--- config.mk ---
export PLATFORM = sky130hd
export DESIGN_NAME = smks_cell
export DESIGN_NICKNAME = d
export VERILOG_FILES = /design/src/sv/smks_pkg.sv /design/src/sv/smks_cell.sv
export SDC_FILE = /design/constraint.sdc
export NUM_CORES = 1
export LEC_CHECK = 0
export ABC_AREA = 1
export BUFFER_PORTS_ARGS = -buffer_cell sky130_fd_sc_hd__buf_2
export CAP_MARGIN = 20
export CORE_ASPECT_RATIO = 1.4
export CORE_MARGIN = 2
export CORE_UTILIZATION = 45
export CTS_CLUSTER_SIZE = 16
export DETAILED_ROUTE_END_ITERATION = 8
export GPL_TIMING_DRIVEN = 0
export PLACE_DENSITY = 0.94
export SLEW_MARGIN = 25
export SYNTH_ARGS = -nofsm -noshare
export SYNTH_HDL_FRONTEND = slang
export SYNTH_SLANG_ARGS = --single-unit
export TNS_END_PERCENT = 50
--- constraint.sdc ---
create_clock -name clk -period 4 [get_ports clk]
set_clock_uncertainty 0.15 [all_clocks]
set_input_delay 0.4 -clock clk [delete_from_list [all_inputs] [get_ports clk]]
set_output_delay 0.4 -clock clk [all_outputs]
set_load 0.03 [all_outputs]
--- src/sv/smks_pkg.sv ---
// shared types, constants and address helper for the knn select unit
`default_nettype none
package smks_pkg;

  localparam int MAX_DIM_DEF = 16;
  localparam int KEY_W       = 32;
  localparam int IDX_W       = 5;
  localparam int DIM_W       = 5;

  localparam logic MODE_WRITE = 1'b0;
  localparam logic MODE_QUERY = 1'b1;

  localparam logic [1:0] ST_OK    = 2'd0;
  localparam logic [1:0] ST_RANGE = 2'd1;
  localparam logic [1:0] ST_EMPTY = 2'd2;

  typedef struct packed {
    logic             vld;
    logic [IDX_W-1:0] idx;
    logic [KEY_W-1:0] key;
  } smks_entry_t;

  typedef struct packed {
    logic clr;
    logic ins;
    logic shl;
  } smks_cmd_t;

  // packed lower-triangular address of (a,b), symmetric in a and b
  function automatic logic [9:0] tri_addr(input logic [IDX_W-1:0] a, input logic [IDX_W-1:0] b);
    logic [IDX_W-1:0] hi;
    logic [IDX_W-1:0] lo;
    logic [9:0]       p;
    hi = (a >= b) ? a : b;
    lo = (a >= b) ? b : a;
    p  = (10'(hi) * (10'(hi) + 10'd1)) >> 1;
    return p + 10'(lo);
  endfunction

endpackage
`default_nettype wire

--- src/sv/smks_cell.sv ---
// one cell of the sorted insertion chain
`default_nettype none
module smks_cell
  import smks_pkg::*;
(
  input  wire logic        clk,
  input  wire logic        rst,
  input  wire smks_cmd_t   cmd,
  input  wire smks_entry_t new_ent,
  input  wire smks_entry_t prev_ent,
  input  wire logic        prev_less,
  input  wire smks_entry_t next_ent,
  output smks_entry_t      cur,
  output logic             less
);

  // strict compare keeps earlier (lower index) entries ahead on ties
  assign less = !cur.vld || ($signed(new_ent.key) < $signed(cur.key));

  always_ff @(posedge clk) begin
    if (rst || cmd.clr) begin
      cur.vld <= 1'b0;
    end else if (cmd.ins) begin
      if (less) begin
        cur <= prev_less ? prev_ent : new_ent;
      end
    end else if (cmd.shl) begin
      cur <= next_ent;
    end
  end

endmodule
`default_nettype wire
==> impl_table.tex <==
\begin{tabular}{lr}
\hline
Metric & Value \\
\hline
\multicolumn{2}{l}{\textbf{Run status}} \\
\quad Run status & finished clean \\
\multicolumn{2}{l}{\textbf{Clock network}} \\
\quad Postcts setup bufs & 0 \\
\quad Longest Clk Path Bufs & 2 \\
\quad Clock latency on the worst-skew pair & 0.28 ns \\
\quad CTS tree & built \\
\quad Library cell used as clock root buffer & sky130\_fd\_sc\_hd\_\_clkbuf\_8 \\
\quad Num CTS Buffers & 5 \\
\quad CTS H-tree depth & 2 \\
\quad Cells resized by post-CTS repair & 0 \\
\quad Hold buffers post-CTS & 0 \\
\quad TritonCTS Sinks & 38 \\
\quad Clock transition at the registers of the reported paths & 0.08 ns \\
\multicolumn{2}{l}{\textbf{STA}} \\
\quad Transition time at the pin with the least slew margin & 0.532 ns \\
\quad Final Hold Fails & 0 \\
\quad Final Setup Violations & 0 \\
\quad Slew HR & 64.5\% \\
\quad Number of slew-limit violations in the final report & 0 \\
\quad Share of the clock period used by the worst path after layout & 68.5\% \\
\quad Post-layout minimum cycle time & 2.74 ns \\
\quad Total negative setup slack & 0 ns \\
\quad FMAX & 365 MHz \\
\quad RSZ-0062 raised after global routing & no \\
\multicolumn{2}{l}{\textbf{Floorplan}} \\
\quad Starting utilization of the core area & 47.0\% \\
\quad Number of placement rows & 33 \\
\quad Number of top-level pins & 159 \\
\quad Area enclosed by the die boundary & 6820 um\^{}2 \\
\quad Die boundary height & 96.9 um \\
\quad Total core area & 5900 um\^{}2 \\
\quad Die width & 70.4 um \\
\multicolumn{2}{l}{\textbf{Placed design}} \\
\quad Number of I/O port buffers & 157 \\
\quad Placed instance count & $\sim$590 \\
\quad HPWL after detailed placement & $\sim$6.3 mm \\
\quad Final RePlAce weighted congestion & 0.863 \\
\multicolumn{2}{l}{\textbf{Global route}} \\
\quad Antenna violations before repair & 0 \\
\quad Wire length of the first global-routing pass & $\sim$13 mm \\
\quad Global route overflow & 0 \\
\quad Combined global-route utilization of all metal layers & 24.2\% \\
\quad Pin count of the biggest net entering global routing & 20 \\
\quad Vias in the first global route & 3011 \\
\multicolumn{2}{l}{\textbf{Logic synthesis}} \\
\quad Post-synthesis instance area & 2780 um\^{}2 \\
\quad Cells after synthesis & 357 \\
\quad Post-synthesis net count & just over 500 \\
\quad Post-synthesis register bit count & 38 \\
\quad Synthesized area per cell & 7.77 um\^{}2 \\
\quad Part of the Yosys area used for sequential elements & 40.8\% \\
\quad Yosys Warn Count & 0 \\
\quad Count of unique library cells instantiated by Yosys & 22 \\
\multicolumn{2}{l}{\textbf{Critical path}} \\
\quad Cell breakdown of the critical path & inv\_1 -> ha\_1 -> nand2\_1 -> inv\_1 -> nand3\_1 -> inv\_1 -> a21oi\_1 -> nand2\_1 -> nand2\_1 -> nand3\_1 -> nand4\_2 -> and3\_2 -> buf\_16 \\
\quad Worst-path fanout max & 19 \\
\quad Crit-path slowest cell & sky130\_fd\_sc\_hd\_\_and3\_2 \\
\quad Largest stage delay on the critical path & 0.53 ns \\
\quad Endpoint kind of the worst setup timing path & flop \\
\quad Arrival time worst endpoint & 2.58 ns \\
\quad Worst path required time & 3.84 ns \\
\quad Kind of critical path & reg2reg \\
\quad Number of buffer and inverter stages on the critical path & 4 \\
\quad Gate family responsible for the most delay along the worst path & simple AND/OR/NAND/NOR gates \\
\quad Startpoint Class & flop \\
\multicolumn{2}{l}{\textbf{Drt}} \\
\quad Detailed-route wire length & 7.94 mm \\
\quad DRC marker count from the first detailed-route iteration & 163 \\
\quad Residual antenna-violating net count after detailed routing & 0 \\
\quad DR vias/cell & 5.07 \\
\quad Wirelength per Cell & 13.4 um \\
\quad Remaining routing DRC violations & 0 \\
\quad Via count of the routed design & between 3000 and 4000 \\
\quad Number of detailed-routing iterations run before antenna repair & 5 \\
\multicolumn{2}{l}{\textbf{Layout}} \\
\quad Flip-flop count of the largest register, all copies and words added & 38 \\
\quad Registers with the most flip-flops & cur: 38 flops \\
\quad Area delta synth->final & 35.8\% \\
\quad Final std cells w/o fill & approximately 590 \\
\quad Top register by number of flip-flops & cur \\
\quad Fill cell instance count of the final layout & 532 \\
\quad \# diodes & 0 \\
\quad Ratio of cells with drive above 1 in the final layout & 34.4\% \\
\quad Number of nets in the finished design & 673 \\
\multicolumn{2}{l}{\textbf{Power and ir drop}} \\
\quad Switch Pwr & about 310 uW \\
\quad Peak ir drop on the vdd network & approximately 0.27 mV \\
\quad Switching portion of total power & 30.0\% \\
\quad Ratio of total power to cell area & 271 nW/um\^{}2 \\
\quad Leak & about 2.0 nW \\
\quad P\_int & $\sim$700 uW \\
\quad Power share of the sequential group & roughly 46\% \\
\quad Combinational cell fraction of total power & between 20\% and 30\% \\
\quad Design Power & slightly above 1 mW \\
\quad Clk pwr share & $\sim$27\% \\
\multicolumn{2}{l}{\textbf{Job}} \\
\quad Max Cap Violations & 0 \\
\multicolumn{2}{l}{\textbf{Min path}} \\
\quad Path class of the lowest-slack min-delay path & in2reg \\
\hline
\end{tabular}
==> per-stage QoR <==
stage	area, um^2	hold slack [ns]	utilization [%]	setup slack, ns
global placement	3650	0.447	61.8	0.489
floorplan	2780	0.441	-	0.955
detailed placement	3680	0.480	62.3	1.11
CTS	3770	0.232	63.8	1.24
global route	3770	0.250	63.8	1.03
finish	3770	0.243	63.8	1.26
==> worst min-delay path: stages <==
cell	delay, ns
sky130_fd_sc_hd__buf_2	0.07
sky130_fd_sc_hd__nand2_1	0.04
sky130_fd_sc_hd__o21ai_0	0.06
==> metal layers <==
layer / routed length [um] / vias to the layer above / track usage, %
li1: - / 1520 / -
met3: 494 / 11 / 3.96
met4: 122 / 0 / 6.66
met2: 4170 / 109 / 45.4
met5: 0 / - / 0
met1: 3150 / 1365 / 27.5
==> cell usage after synthesis <==
| cell | n | share of area, % |
|---|---|---|
| sky130_fd_sc_hd__nand2_1 | 72 | 9.7 |
| sky130_fd_sc_hd__o21ai_0 | 53 | 9.6 |
| sky130_fd_sc_hd__nor2_1 | 47 | 6.4 |
| sky130_fd_sc_hd__inv_1 | 44 | 6.0 |
| sky130_fd_sc_hd__edfxtp_1 | 37 | 40 |
| sky130_fd_sc_hd__ha_1 | 31 | 14 |
| sky130_fd_sc_hd__o21ai_1 | 26 | 4.7 |
| sky130_fd_sc_hd__a21oi_1 | 13 | 2.3 |
| sky130_fd_sc_hd__clkbuf_1 | 9 | 1.2 |
| sky130_fd_sc_hd__nand3_1 | 7 | 1.3 |
| sky130_fd_sc_hd__buf_2 | 6 | 1.1 |
| sky130_fd_sc_hd__nor3_2 | 2 | 0.72 |
| sky130_fd_sc_hd__a21oi_2 | 1 | 0.32 |
| sky130_fd_sc_hd__and3_1 | 1 | 0.23 |
| sky130_fd_sc_hd__buf_4 | 1 | 0.27 |
| sky130_fd_sc_hd__dfxtp_1 | 1 | 0.72 |
| sky130_fd_sc_hd__inv_2 | 1 | 0.14 |
| sky130_fd_sc_hd__nand2_2 | 1 | 0.23 |
| sky130_fd_sc_hd__nand3b_1 | 1 | 0.27 |
| sky130_fd_sc_hd__nand4_1 | 1 | 0.23 |
| sky130_fd_sc_hd__nand4_2 | 1 | 0.45 |
| sky130_fd_sc_hd__nor2_2 | 1 | 0.23 |
==> logic make-up after synthesis <==
logic type	count (synthesis)	share of synthesized area (%)
and+or+nand+nor	134	19.7
AOI/OAI and AO/OA	93	16.9
buffers and inverters	61	8.66
adders and majority gates	31	14.0
DFF	38	40.8
==> layout by cell type (no fill, tap or decap) <==
cell	netlist	final
sky130_fd_sc_hd__a21oi_2	1	1
sky130_fd_sc_hd__clkbuf_8	0	6
sky130_fd_sc_hd__clkbuf_1	9	10
sky130_fd_sc_hd__nor2_2	1	1
sky130_fd_sc_hd__buf_16	0	1
sky130_fd_sc_hd__a21oi_1	13	13
sky130_fd_sc_hd__nor3_2	2	2
sky130_fd_sc_hd__nor2_1	47	47
sky130_fd_sc_hd__nand3_1	7	7
sky130_fd_sc_hd__dfxtp_1	1	1
sky130_fd_sc_hd__nand3b_1	1	1
sky130_fd_sc_hd__o21ai_1	26	26
sky130_fd_sc_hd__nand4_2	1	1
sky130_fd_sc_hd__and3_2	0	1
sky130_fd_sc_hd__inv_2	1	1
sky130_fd_sc_hd__ha_1	31	31
sky130_fd_sc_hd__buf_2	6	163
sky130_fd_sc_hd__edfxtp_1	37	37
sky130_fd_sc_hd__inv_1	44	44
sky130_fd_sc_hd__o21ai_0	53	53
sky130_fd_sc_hd__nand4_1	1	1
sky130_fd_sc_hd__nand2_1	72	72
sky130_fd_sc_hd__nand2_2	1	1
sky130_fd_sc_hd__clkinv_2	0	1
sky130_fd_sc_hd__buf_4	1	1
==> area by class of cell <==
cell class	instances	area [um^2]	area share [%]
clock inverter	1	5.00	0.133
inverter	45	169	4.48
timing repair buffer	158	813	21.6
tap	70	87.6	2.32
clock buffer	7	86.3	2.29
multi-input combinational	258	1410	37.3
sequential	38	1130	30.0
buffer	16	71.3	1.89
==> power groups by stage <==
stage | logic [mW] | clock network, mW | registers (mW)
after CTS | 0.277 | 0.283 | 0.470
after global placement | 0.261 | 0 | 0.479
after global routing | 0.310 | 0.299 | 0.473
final | 0.275 | 0.275 | 0.470
after detailed placement | 0.276 | 0 | 0.479
after floorplan | 0.122 | 0 | 0.515
==> worst paths after layout <==
| kind | from | end | slack, ns | cells past startpoint |
|---|---|---|---|---|
| min reg2reg | cur[37]$_SDFFE_PP0P_ | cur[37]$_SDFFE_PP0P_ | 0.50 | 4 |
| max | cur[14]$_DFFE_PP_ | cur[24]$_DFFE_PP_ | 1.26 | 13 |
| min | next_ent[0] | cur[0]$_DFFE_PP_ | 0.24 | 3 |
| max reg2reg | cur[14]$_DFFE_PP_ | cur[24]$_DFFE_PP_ | 1.26 | 13 |
Note: power is estimated with default switching activity, not from simulation.
